`src/design/fepm_pkg.sv`:
```
package fepm_pkg;

  localparam int PIX_W          = 8;
  localparam int CFG_W          = 12;
  localparam int SUM_W          = 32;
  localparam int MAX_WIDTH_DEF  = 2048;
  localparam int MAX_HEIGHT_DEF = 2048;

  localparam int APB_AW = 4;
  localparam int APB_DW = 32;

  localparam logic [CFG_W-1:0] ACTIVE_WIDTH_RST  = CFG_W'(720);
  localparam logic [CFG_W-1:0] ACTIVE_HEIGHT_RST = CFG_W'(576);
  localparam logic [CFG_W-1:0] PADDED_WIDTH_RST  = CFG_W'(720);
  localparam logic [CFG_W-1:0] PADDED_HEIGHT_RST = CFG_W'(576);

  localparam logic [PIX_W-1:0] MEAN_MAX = {PIX_W{1'b1}};

  typedef enum logic [1:0] {
    REG_ACTIVE_WIDTH  = 2'd0,
    REG_ACTIVE_HEIGHT = 2'd1,
    REG_PADDED_WIDTH  = 2'd2,
    REG_PADDED_HEIGHT = 2'd3
  } reg_idx_t;

  typedef enum logic [2:0] {
    S_IDLE = 3'b001,
    S_CALC = 3'b010,
    S_DIV  = 3'b100
  } state_t;

endpackage

```
`src/design/fepm_mean_div.sv`:
```
module fepm_mean_div #(
  parameter int DIV_W = 24
) (
  input  logic                       clk,
  input  logic                       rst_n,
  input  logic                       start,
  input  logic [fepm_pkg::SUM_W-1:0] sum,
  input  logic [DIV_W-1:0]           divisor,
  output logic                       done,
  output logic [fepm_pkg::PIX_W-1:0] mean
);
  import fepm_pkg::*;

  localparam int DSH_W  = DIV_W + PIX_W;
  localparam int GW     = (DSH_W > SUM_W) ? DSH_W : SUM_W;
  localparam int STEP_W = $clog2(PIX_W + 1);
  localparam logic [STEP_W-1:0] LAST_STEP = STEP_W'(PIX_W);

  logic              busy_r;
  logic [STEP_W-1:0] step_r;
  logic [SUM_W-1:0]  rem_r;
  logic [DSH_W-1:0]  dsh_r;
  logic [PIX_W-1:0]  q_r;
  logic [PIX_W-1:0]  mean_r;
  logic              done_r;
  logic              ge;
  logic [PIX_W-1:0]  q_nxt;

  assign ge    = GW'(rem_r) >= GW'(dsh_r);
  assign q_nxt = {q_r[PIX_W-2:0], ge};

  // Step zero checks for a quotient above the 8-bit range, then one bit a step.
  always_ff @(posedge clk) begin
    if (!rst_n) begin
      busy_r <= 1'b0;
      done_r <= 1'b0;
      step_r <= '0;
    end else begin
      done_r <= 1'b0;
      if (start) begin
        busy_r <= 1'b1;
        step_r <= '0;
      end else if (busy_r) begin
        if (step_r == '0) begin
          if (ge) begin
            busy_r <= 1'b0;
            done_r <= 1'b1;
          end else begin
            step_r <= step_r + 1'b1;
          end
        end else if (step_r == LAST_STEP) begin
          busy_r <= 1'b0;
          done_r <= 1'b1;
        end else begin
          step_r <= step_r + 1'b1;
        end
      end
    end
  end

  always_ff @(posedge clk) begin
    if (start) begin
      rem_r <= sum;
      dsh_r <= {divisor, {PIX_W{1'b0}}};
      q_r   <= '0;
    end else if (busy_r) begin
      dsh_r <= dsh_r >> 1;
      if (step_r == '0) begin
        if (ge) begin
          mean_r <= MEAN_MAX;
        end
      end else begin
        q_r <= q_nxt;
        if (ge) begin
          rem_r <= rem_r - SUM_W'(dsh_r);
        end
        if (step_r == LAST_STEP) begin
          mean_r <= q_nxt;
        end
      end
    end
  end

  assign done = done_r;
  assign mean = mean_r;

endmodule

```
`config.mk`:
```
export PLATFORM = sky130hd
export DESIGN_NAME = fepm_mean_div
export DESIGN_NICKNAME = d
export VERILOG_FILES = /design/src/design/fepm_pkg.sv /design/src/design/fepm_mean_div.sv
export SDC_FILE = /design/constraint.sdc
export NUM_CORES = 1
export LEC_CHECK = 0
export BUFFER_PORTS_ARGS = -buffer_cell sky130_fd_sc_hd__buf_2
export CAP_MARGIN = 10
export CORE_UTILIZATION = 64
export CTS_CLUSTER_DIAMETER = 150
export CTS_CLUSTER_SIZE = 28
export DETAILED_ROUTE_END_ITERATION = 8
export GPL_ROUTABILITY_DRIVEN = 0
export GPL_TIMING_DRIVEN = 0
export PLACE_DENSITY = 0.89
export SYNTH_ARGS = -nofsm -noshare
export SYNTH_HDL_FRONTEND = slang
export SYNTH_SLANG_ARGS = --single-unit
```
`constraint.sdc`:
```
create_clock -name clk -period 6.4 [get_ports clk]
set_input_delay 0.64 -clock clk [delete_from_list [all_inputs] [get_ports clk]]
set_output_delay 0.64 -clock clk [all_outputs]
set_load 0.005 [all_outputs]
```
* Word level (Yosys, flattened, before mapping) *
Index checks and enable logic that the tools add are counted.

word-level totals
  register bits = 85
  input port bits = 59

cells by class
  equality and inequality tests = 5
  order comparisons = 1
  reduce and logical (&&, ||, !) cells = 10
  add/sub/neg operators = 2
  bitwise logic cells = 4
  multiplexer cells = 20

operator list
  kind                                                           number
  32-bit two-way mux                                             6
  32-bit >= comparator                                           1
  32-bit subtractor                                              1
  8-bit two-way mux                                              3
  4-bit two-way mux                                              3
  1-bit two-way mux                                              8
  2-bit != test, second input constant                           4
  3-bit AND reduction                                            2
  2-bit nonzero test                                             3
  4-bit by 1-bit adder with 4-bit output, second input constant  1
  4-bit equality test, second input constant                     1
  4-bit zero test                                                1
  1-bit inverter                                                 4
  4-bit AND reduction                                            1
  3-bit OR reduction                                             1
  2-bit AND reduction                                            1
  2-bit OR reduction                                             1

* Longest topological paths before layout *
Gate-level depths: netlist of the first run.

  depth after elaboration = 5
  gate-level depth with buffers = 11

* Worst setup path before layout of the first run *
OpenSTA, ideal clock, no wires.

  path kind = register -> register
  from = reg rem_r[14]
  to = reg rem_r[0] (enable)
  stages on the path, launching flop included = 10
  arrival = 2744 ps
  path slack = 3267 ps
  required time = 6011 ps
  path through = edfxtp_1 -> ha_1 -> clkbuf_1 -> and4_1 -> nand2_1 -> a211oi_1 -> o211ai_1 -> a21o_1 -> or2_2 -> nand2_1

on the way
  longest elaborated chain between the ends = 3

RTL lines
  element                               RTL line             source
  start, declared                       fepm_mean_div.sv:21  logic [SUM_W-1:0] rem_r;
  start signal, assigned                fepm_mean_div.sv:63  rem_r <= sum;
  start signal, assigned                fepm_mean_div.sv:75  rem_r <= rem_r - SUM_W'(dsh_r);
  32-bit >= comparator                  fepm_mean_div.sv:29  assign ge = GW'(rem_r) >= GW'(dsh_r);
  2-bit nonzero test (no source line)   -
  3-bit AND reduction (no source line)  -

No other way between the ends.
A chain may end at the register's enable or synchronous reset.

* Worst setup path after layout of the first run *
  from = reg dsh_r[14]
  to = reg mean_r[1], in the netlist mean[1] (enable)

on the way
  longest elaborated chain between the ends = 3

RTL lines
  element                               RTL line             source
  start, declared                       fepm_mean_div.sv:22  logic [DSH_W-1:0] dsh_r;
  start signal, assigned                fepm_mean_div.sv:64  dsh_r <= {divisor, {PIX_W{1'b0}}};
  start signal, assigned                fepm_mean_div.sv:67  dsh_r <= dsh_r >> 1;
  32-bit >= comparator                  fepm_mean_div.sv:29
  2-bit != test (no source line)        -
  4-bit AND reduction (no source line)  -
  end signal, assigned                  fepm_mean_div.sv:78  mean_r <= q_nxt;
  end, declared                         fepm_mean_div.sv:24  logic [PIX_W-1:0] mean_r;

No other way between the ends.

==> impl_metrics.yaml, run 1 <==
status:
  status: "finished, final reports clean"
floorplanning:
  initial_core_util_pct: 67.3
  rows: 33
  core-area_mm2: 0.00838
  die_y_um: 95.9
  pin_count: 68
  die-area_mm2: 0.00919
  die_w_um: 95.9
synth:
  yosys_most_used_dff: "edfxtp_1"
  netlist-cell-type-count: 64
  syn-instance-count: 638
  yosys_warnings: 0
  synthTopCellsByArea: "edfxtp_1, nand2_1, ha_1"
  ys_ff_latch: 85
  syn_nets: 732
  syn_avg_cell_area_um2: 8.84
  synth_edf_count: 64
  yosysTopAreaCellShare_pct: 34.1
  yosysTopAreaCell: "edfxtp_1"
  syn-cell-area_mm2: 0.00564
  ys_seq_area_share_pct: 41.5
  yosysMostFrequentCell: "nand2_1"
  synthTopCellsByCount: "nand2_1, edfxtp_1, o21ai_0, inv_1, nor2_1"
  ys_async_sr_fraction_pct: 0
place:
  numPlacedInstances: 810
  port_buffers: 66
  dp_hpwl_um: 10400
  place_ws_ns: 2.80
cts:
  postCtsSetupBuffers: 0
  cts-htree-levels: 3
  clockBufferDepth: 2
  ctsHoldBuffers: 0
  cts_tree: "yes"
  clock-root-buffer: "clkbuf_8"
  clk_latency_ns: 0.38
  numClockSinks: 85
  path_clk_slew_ns: 0.10
  cts_resized: 0
  cts_made_buffers: 9
cells_and_area:
  layout.nets: 810
  final_layout_size_suffix_gt1_share_pct: 15.0
  syn_to_final_growth_pct: 12.6
  fill_cells: 595
  seq_area_mm2: 0.00234
  instances_no_fill: 826
  antenna_cells: 0
  multi_input_area_mm2: 0.00301
sta:
  slew_headroom_pct: 22.8
  setup_tns_ns: 0
  min_period_ns: 3.71
  finalSetupViolations: 0
  maxSlewViolCount: 0
  hold_violations: 0
  worst_slack_ns: 2.69
  max_freq_ghz: 0.270
  fin_crit_sh_pct: 57.9
  rsz0062_at_grt: "no"
  tightest_slew_ns: 1.15
  clock_skew_ns: 0.00986
flow_run:
  maxCapViolCount: 0
setup_path:
  cp-start-kind: "register"
  cp.arrival_ns: 3.71
  reg2reg_setup_slack_ns: 2.69
  crit_path_end_kind: "register"
  cp_max_fo: 10
  cp.required_ns: 6.40
  reg2reg_from: "dsh_r[14]"
  crit_start: "dsh_r[14]"
  r2r_cells: 10
  r2r_end: "mean[1]"
  critical_path_class: "reg2reg"
  critical_path.endpoint: "mean[1]"
power_and_ir_drop:
  share_clk_of_total_power_pct: 23.3
  power_switching_uw: 717
  p_int_mw: 1.17
  p_per_area_mw_per_mm2: 296
  leakage_nw: 2.63
  peakVddDrop_mv: 0.225
  comb_power_share_pct: 39.7
  swShare_pct: 38.1
  p_total_mw: 1.88
  p_seq_share_pct: 37.0
min_path:
  min_from: "q_r[0]"
  worst_hold_path_type: "reg2reg"
route:
  ant_nets: 0
  top_layer: "met4"
  drt_pass1_iterations: 5
  vias: 5250
  drt_iter0_drc: 501
  via_per_inst: 6.36
  post_drt_wl_per_cell_um: 17.6
  drc: 0
  met3WireLength_um: 1020
  m1WireLength_um: 5930
  dr_wl_met2_um: 6950
  routed_wl_um: 14500
global_routing:
  grt_max_degree: 25
  track_usage_pct: 34.0
  grt_pass1_vias: 4968
  antenna_found_initial: 0
  grt_overflow_total: 0
  grt_pass1_wl_um: 23500
-- worst min-delay path by stage --
stage	end	slack, ns	cells after the start
2_1_floorplan	q_r[0]	0.44	2
3_3_place_gp	q_r[0]	0.47	2
3_5_place_dp	q_r[0]	0.49	2
4_1_cts	q_r[0]	0.50	2
5_1_grt	busy_r	0.51	2
6_report	q_r[0]	0.50	2
-- flip-flops by register name (all words and copies together) (netlist names) --
name / flops
busy_r: 1
done: 1
dsh_r: 32
mean: 8
q_r: 7
rem_r: 32
step_r: 4
-- worst max-delay path, stage by stage (launching register included) --
cell and delay [ns]:
edfxtp_1 0.37, inv_1 0.05, ha_1 0.26, clkbuf_1 0.34
and4_1 0.32, nand2_1 0.12, a211oi_1 0.32, o211ai_1 0.15
a21o_1 0.26, and2_1 0.21, nor3b_1 0.93
-- power by group through the flow --
stage | sequential (mW) | combinational [mW] | clock, mW
2_1_floorplan | 0.701 | 0.547 | 0
3_3_place_gp | 0.705 | 0.684 | 0
3_5_place_dp | 0.709 | 0.714 | 0
4_1_cts | 0.696 | 0.725 | 0.435
5_1_grt | 0.702 | 0.828 | 0.457
6_report | 0.697 | 0.749 | 0.438
-- metrics by stage --
step | util (%) | instance area [um^2] | hold WS [ns]
final | 75.8 | 6350 | 0.495
after floorplan | - | 5640 | 0.444
after global routing | 75.8 | 6350 | 0.511
after detailed placement | 73.1 | 6130 | 0.487
after global placement | 72.8 | 6100 | 0.465
after CTS | 75.8 | 6350 | 0.500
-- area by class of cell --
class	instances	share of cell area [%]
Buffer	33	2.13
Clock inverter	6	1.18
Inverter	41	2.42
Tap cell	105	2.07
Sequential cell	85	36.9
Timing Repair Buffer	67	5.63
Clock buffer	10	2.34
Multi-Input combinational cell	479	47.4
-- logic make-up after synthesis --
kind of cell	after synthesis	synth area share [%]
AND/OR/NAND/NOR	230	18.5
AO/OA/AOI/OAI	172	20.0
flip-flops	85	41.5
buffers and inverters	74	5.12
adder cells (fa/ha/maj)	35	7.90
XOR/XNOR	21	3.26
multiplexers	21	3.75
-- layer usage --
metal | up-vias | track usage, %
li1 | 2449 | -
met1 | 2474 | 42.7
met2 | 259 | 56.4
met3 | 68 | 7.19
met4 | 0 | 15.2
met5 | - | 0
-- placed cells by master (no fill, tap or decap), types with 3 or more instances in the layout --
| master | Yosys | layout |
|---|---|---|
| a211oi_1 | 8 | 8 |
| a21o_1 | 15 | 15 |
| a21oi_1 | 35 | 35 |
| a31o_2 | 3 | 3 |
| a31oi_1 | 7 | 7 |
| and2_1 | 6 | 6 |
| and3_1 | 6 | 6 |
| buf_1 | 4 | 4 |
| buf_2 | 3 | 69 |
| clkbuf_1 | 25 | 25 |
| clkbuf_8 | 0 | 9 |
| dfxtp_1 | 21 | 21 |
| edfxtp_1 | 64 | 64 |
| ha_1 | 34 | 34 |
| inv_1 | 41 | 41 |
| mux2i_1 | 20 | 20 |
| nand2_1 | 115 | 115 |
| nand2b_1 | 3 | 3 |
| nand3_1 | 10 | 10 |
| nand4_1 | 9 | 9 |
| nor2_1 | 40 | 40 |
| nor2b_1 | 3 | 3 |
| nor3_1 | 11 | 11 |
| nor4_1 | 8 | 8 |
| o21a_1 | 6 | 6 |
| o21ai_0 | 59 | 59 |
| o21bai_1 | 3 | 3 |
| o31ai_1 | 6 | 6 |
| or2_2 | 10 | 10 |
| xnor2_1 | 13 | 13 |
| xor2_1 | 8 | 8 |
Power figures use the tool's default switching activity.
==> run 2: changes to the inputs <==
--- a/config.mk
+++ b/config.mk
@@ -7,13 +7,13 @@
 export LEC_CHECK = 0
 export BUFFER_PORTS_ARGS = -buffer_cell sky130_fd_sc_hd__buf_2
 export CAP_MARGIN = 10
-export CORE_UTILIZATION = 64
+export CORE_UTILIZATION = 59
 export CTS_CLUSTER_DIAMETER = 150
 export CTS_CLUSTER_SIZE = 28
 export DETAILED_ROUTE_END_ITERATION = 8
 export GPL_ROUTABILITY_DRIVEN = 0
 export GPL_TIMING_DRIVEN = 0
-export PLACE_DENSITY = 0.89
+export PLACE_DENSITY = 0.83
 export SYNTH_ARGS = -nofsm -noshare
 export SYNTH_HDL_FRONTEND = slang
 export SYNTH_SLANG_ARGS = --single-unit
==> constraint.sdc (replaced) <==
create_clock -name clk -period 3.5 [get_ports clk]
set_input_delay 0.35 -clock clk [delete_from_list [all_inputs] [get_ports clk]]
set_output_delay 0.35 -clock clk [all_outputs]
set_load 0.005 [all_outputs]
==> run 2 against run 1 <==
  * Critical path depth did not move
  * Core utilization decreased by 6.8 points
  * Sequential share of layout area fell by 0.14 points
  * Combinational power up 80%
  * Worst hold slack got worse by 0.30 ns
  * Flip-flop and latch count unchanged
  * Design area grew 0.37%
  * Clock skew shrank 0.0011 ns
  * Die area grew 8.3%
  * Power up 77%
  * Critical endpoint is now mean[4]
==> impl_metrics.yaml, run 2 (synthesis gave the netlist of run 1 again) <==
global_routing:
  grt_max_degree: 25
  grt_pass1_wl_um: 22800
  grt_pass1_vias: 4873
  track_usage_pct: 29.6
  antenna_found_initial: 0
  grt_overflow_total: 0
sta:
  min_period_ns: 3.31
  hold_violations: 0
  slew_headroom_pct: 49.7
  finalSetupViolations: 0
  setup_tns_ns: 0
  maxSlewViolCount: 0
  rsz0062_at_grt: "no"
  tightest_slew_ns: 0.746
  clock_skew_ns: 0.00874
  hold_ws_ns: 0.200
  fin_crit_sh_pct: 94.7
  worst_slack_ns: 0.187
  max_freq_ghz: 0.302
route:
  post_drt_wl_per_cell_um: 16.4
  routed_wl_um: 13900
  drt_iter0_drc: 334
  drc: 0
  vias: 5057
  via_per_inst: 5.95
  ant_nets: 0
  drt_pass1_iterations: 5
cells_and_area:
  layout.nets: 810
  layout_commonest_cell: "nand2_1"
  post-route-cell-area_mm2: 0.00638
  utilization_pct: 69.0
  antenna_cells: 0
  syn_to_final_growth_pct: 13.1
  final_cell_mix: "nand2_1, buf_2, edfxtp_1, o21ai_0, inv_1"
  final_layout_size_suffix_gt1_share_pct: 15.3
  instances_no_fill: 850
  fill_cells: 761
place:
  port_buffers: 66
  place_area_mm2: 0.00616
  numPlacedInstances: 834
  place_ws_ns: -0.0716
  dp_hpwl_um: 10400
floorplanning:
  die-area_mm2: 0.00996
  die_w_um: 99.8
  die_y_um: 99.8
  initial_core_util_pct: 61.1
  pin_count: 68
  core-area_mm2: 0.00924
  rows: 35
cts:
  numClockSinks: 85
  cts-htree-levels: 3
  path_clk_slew_ns: 0.10
  postCtsSetupBuffers: 0
  cts_made_buffers: 9
  clk_latency_ns: 0.38
  clock-root-buffer: "clkbuf_8"
  clockBufferDepth: 2
  cts_tree: "yes"
power_and_ir_drop:
  leakage_nw: 2.62
  p_per_area_mw_per_mm2: 524
  p_total_mw: 3.34
  peakVddDrop_mv: 0.297
flow_run:
  maxCapViolCount: 0
min_path:
  worst_hold_path_type: "in2reg"
setup_path:
  cp-start-kind: "register"
  cp_max_fo: 10
  critical_path_class: "reg2reg"
  crit_path_end_kind: "register"
  cp.arrival_ns: 3.34
  cp.required_ns: 3.52
status:
  status: "finished, final reports clean"
==> run 2: changes by cell type in the layout (fill, tap and decap cells not counted) <==
cell	delta
clkinv_2	-1
nor3b_1	-1
nand2_1	-1
clkinv_8	+2
bufinv_16	-1
inv_6	-2
nand2_4	+1
nor3b_2	+1
clkinv_4	+3
clkbuf_16	-1
==> run 2: timing repair <==
action | 4_1_cts | 5_1_grt
gates resized for setup | 2 | 1
gates cloned | 0 | 0
endpoints found under the setup margin | 26 | 18
hold buffers | 0 | 0
==> run 2: worst paths after layout <==
kind / to / cells past startpoint / slack (ns) / start
worst min register to register: q_r[0] / 2 / 0.48 / q_r[0]
worst max-delay path: mean[4] / 10 / 0.19 / dsh_r[14]
worst max register to register: mean[4] / 10 / 0.19 / dsh_r[14]
worst min-delay path: busy_r / 2 / 0.20 / rst_n
==> run 2: final cells by class <==
type	count	area [um^2]	area share, %
plain buffers	33	135	2.12
clock buffers	9	124	1.94
clock inverters	7	81.3	1.28
well taps	129	161	2.53
inverters	41	154	2.41
flip-flops and latches	85	2340	36.7
multi-input cells	479	3020	47.4
repair buffers	67	358	5.61
==> run 2: critical path, cell delays in order, from the launching register on <==
cell,delay (ns)
edfxtp_1,0.36
inv_1,0.05
ha_1,0.26
clkbuf_1,0.33
and4_1,0.32
nand2_1,0.11
a211oi_1,0.37
o211ai_1,0.16
a21o_1,0.27
and2_1,0.21
nor3b_2,0.51
==> run 2: report_power, final <==
group	switching [mW]	internal, mW
registers	0.0425	1.23
logic	0.838	0.516
clock network	0.431	0.283
==> run 2: per-layer routing <==
metal	share of wire, %	track usage [%]	vias up
met4	3.7	15.0	0
met3	6.3	3.90	49
met5	0	0	-
met1	42	37.3	2323
li1	-	-	2454
met2	48	50.0	231
==> run 3: changes to the inputs <==
--- a/config.mk
+++ b/config.mk
@@ -13,7 +13,10 @@
 export DETAILED_ROUTE_END_ITERATION = 8
 export GPL_ROUTABILITY_DRIVEN = 0
 export GPL_TIMING_DRIVEN = 0
+export HOLD_SLACK_MARGIN = 0.02
 export PLACE_DENSITY = 0.83
+export REMOVE_ABC_BUFFERS = 1
+export SKIP_CTS_REPAIR_TIMING = 1
 export SYNTH_ARGS = -nofsm -noshare
 export SYNTH_HDL_FRONTEND = slang
 export SYNTH_SLANG_ARGS = --single-unit
==> run 3 against run 2 <==
  * Power fell by 2.6%
  * Largest cell class unchanged
  * Routed wire length fell by 7.2%
  * First-iteration DRC count rose by 33%
==> impl_metrics.yaml, run 3 (synthesis gave the netlist of run 1 again) <==
floorplanning:
  die-area_mm2: 0.00996
  pin_count: 68
  die_y_um: 99.8
  initial_core_util_pct: 61.1
  rows: 35
  die_w_um: 99.8
  core-area_mm2: 0.00924
cts:
  path_clk_slew_ns: 0.09
  clock-root-buffer: "clkbuf_8"
  clk_latency_ns: 0.37
  cts-htree-levels: 3
  cts_tree: "yes"
  clockBufferDepth: 2
  cts_made_buffers: 9
  numClockSinks: 85
sta:
  hold_ws_ns: 0.227
  setup_tns_ns: 0
  rsz0062_at_grt: "no"
  slew_headroom_pct: 41.7
  maxSlewViolCount: 0
  clock_skew_ns: 0.0151
  min_period_ns: 3.13
  finalSetupViolations: 0
  hold_violations: 0
  worst_slack_ns: 0.366
  tightest_slew_ns: 0.875
  fin_crit_sh_pct: 89.5
  max_freq_ghz: 0.319
setup_path:
  cp_cell_sequence: "inv_1, ha_1, a21oi_1, nand2_1, o21ai_0, nor4b_1, or4_1, a31o_1"
  cp_num_buf_inv: 1
  reg2reg_setup_slack_ns: 0.37
  cp-start-kind: "register"
  critical_path_class: "reg2reg"
  reg2reg_from: "dsh_r[10]"
  cp.required_ns: 3.62
  cp_max_fo: 7
  cp.arrival_ns: 3.25
  critical-path-top-delay-family: "compound AO/OA/AOI/OAI gates"
  r2r_end: "rem_r[29]"
  crit_path_end_kind: "register"
  slowest_delay_ns: 0.66
  r2r_cells: 8
  critical-path-slowest-cell: "o21ai_0"
route:
  drt_pass1_iterations: 8
  drt_iter0_drc: 443
  top_layer: "met4"
  drc: 0
  post_drt_wl_per_cell_um: 15.8
  met3WireLength_um: 715
  vias: 4896
  dr_wl_met2_um: 6040
  ant_nets: 0
  via_per_inst: 5.99
  routed_wl_um: 12900
  m1WireLength_um: 5830
power_and_ir_drop:
  swShare_pct: 38.4
  p_per_area_mw_per_mm2: 523
  power_switching_mw: 1.25
  peakVddDrop_mv: 0.361
  leakage_nw: 2.55
  comb_power_share_pct: 39.9
  p_total_mw: 3.25
  share_clk_of_total_power_pct: 20.3
  p_seq_share_pct: 39.8
  p_int_mw: 2.00
place:
  dp_hpwl_um: 9300
  port_buffers: 67
  place_ws_ns: 0.0580
global_routing:
  grt_overflow_total: 0
  antenna_found_initial: 0
  track_usage_pct: 26.8
  grt_pass1_wl_um: 21300
  grt_pass1_vias: 4651
  grt_max_degree: 68
cells_and_area:
  syn_to_final_growth_pct: 10.2
  final_cell_mix: "nand2_1, buf_2, edfxtp_1, o21ai_0, inv_1"
  seq_area_mm2: 0.00234
  final_layout_size_suffix_gt1_share_pct: 15.7
  multi_input_area_mm2: 0.00302
  antenna_cells: 0
  layout.nets: 778
  utilization_pct: 67.3
  layout_commonest_cell: "nand2_1"
  fill_cells: 749
min_path:
  worst_hold_path_type: "in2reg"
  min_from: "rst_n"
  hold_depth: 2
  worstHoldEndpoint: "busy_r"
flow_run:
  maxCapViolCount: 0
status:
  status: "finished, final reports clean"
[run 3: layout make-up]
| class | count | area share [%] |
|---|---|---|
| multi-input cells | 479 | 48.6 |
| flip-flops and latches | 85 | 37.7 |
| repair buffers | 68 | 5.75 |
| well taps | 129 | 2.60 |
| inverters | 41 | 2.47 |
| clock buffers | 9 | 1.99 |
| clock inverters | 7 | 0.885 |
[run 3: stage by stage]
stage,cell area (um^2),std cells
4_1_cts,6210,818
6_report,6220,818
3_3_place_gp,6000,801
3_5_place_dp,6030,802
2_1_floorplan,5510,605
5_1_grt,6220,818
[run 3: how the worst max path moves through the flow]
stage	startpoint	endpoint	cells past startpoint
after detailed placement	dsh_r[3]	mean[4]	9
after CTS	dsh_r[3]	mean[0]	9
after global routing	dsh_r[3]	mean[2]	9
final	dsh_r[10]	rem_r[29]	8
after global placement	start	rem_r[7]	3
after floorplan	rem_r[3]	rem_r[0]	8
[run 3: power groups by stage]
| stage | logic [mW] | clock network [mW] | registers [mW] |
|---|---|---|---|
| 3_5_place_dp | 1.25 | 0 | 1.32 |
| 6_report | 1.30 | 0.661 | 1.30 |
| 2_1_floorplan | 0.960 | 0 | 1.29 |
| 5_1_grt | 1.43 | 0.705 | 1.30 |
| 3_3_place_gp | 1.21 | 0 | 1.31 |
| 4_1_cts | 1.26 | 0.662 | 1.29 |
[run 3: routing by layer]
metal,vias up,global-route usage (%)
li1,2384,-
met1,2271,35.4
met2,191,44.6
met3,50,3.69
met4,0,11.1
met5,-,0
[run 3: worst register-to-register path: cells and delay by family, from the launching register on]
kind	cells	cell delay, ns
compound gates	3	1.22
simple gates	3	0.86
flops	1	0.38
fa+ha+maj	1	0.37
buf+inv	1	0.05
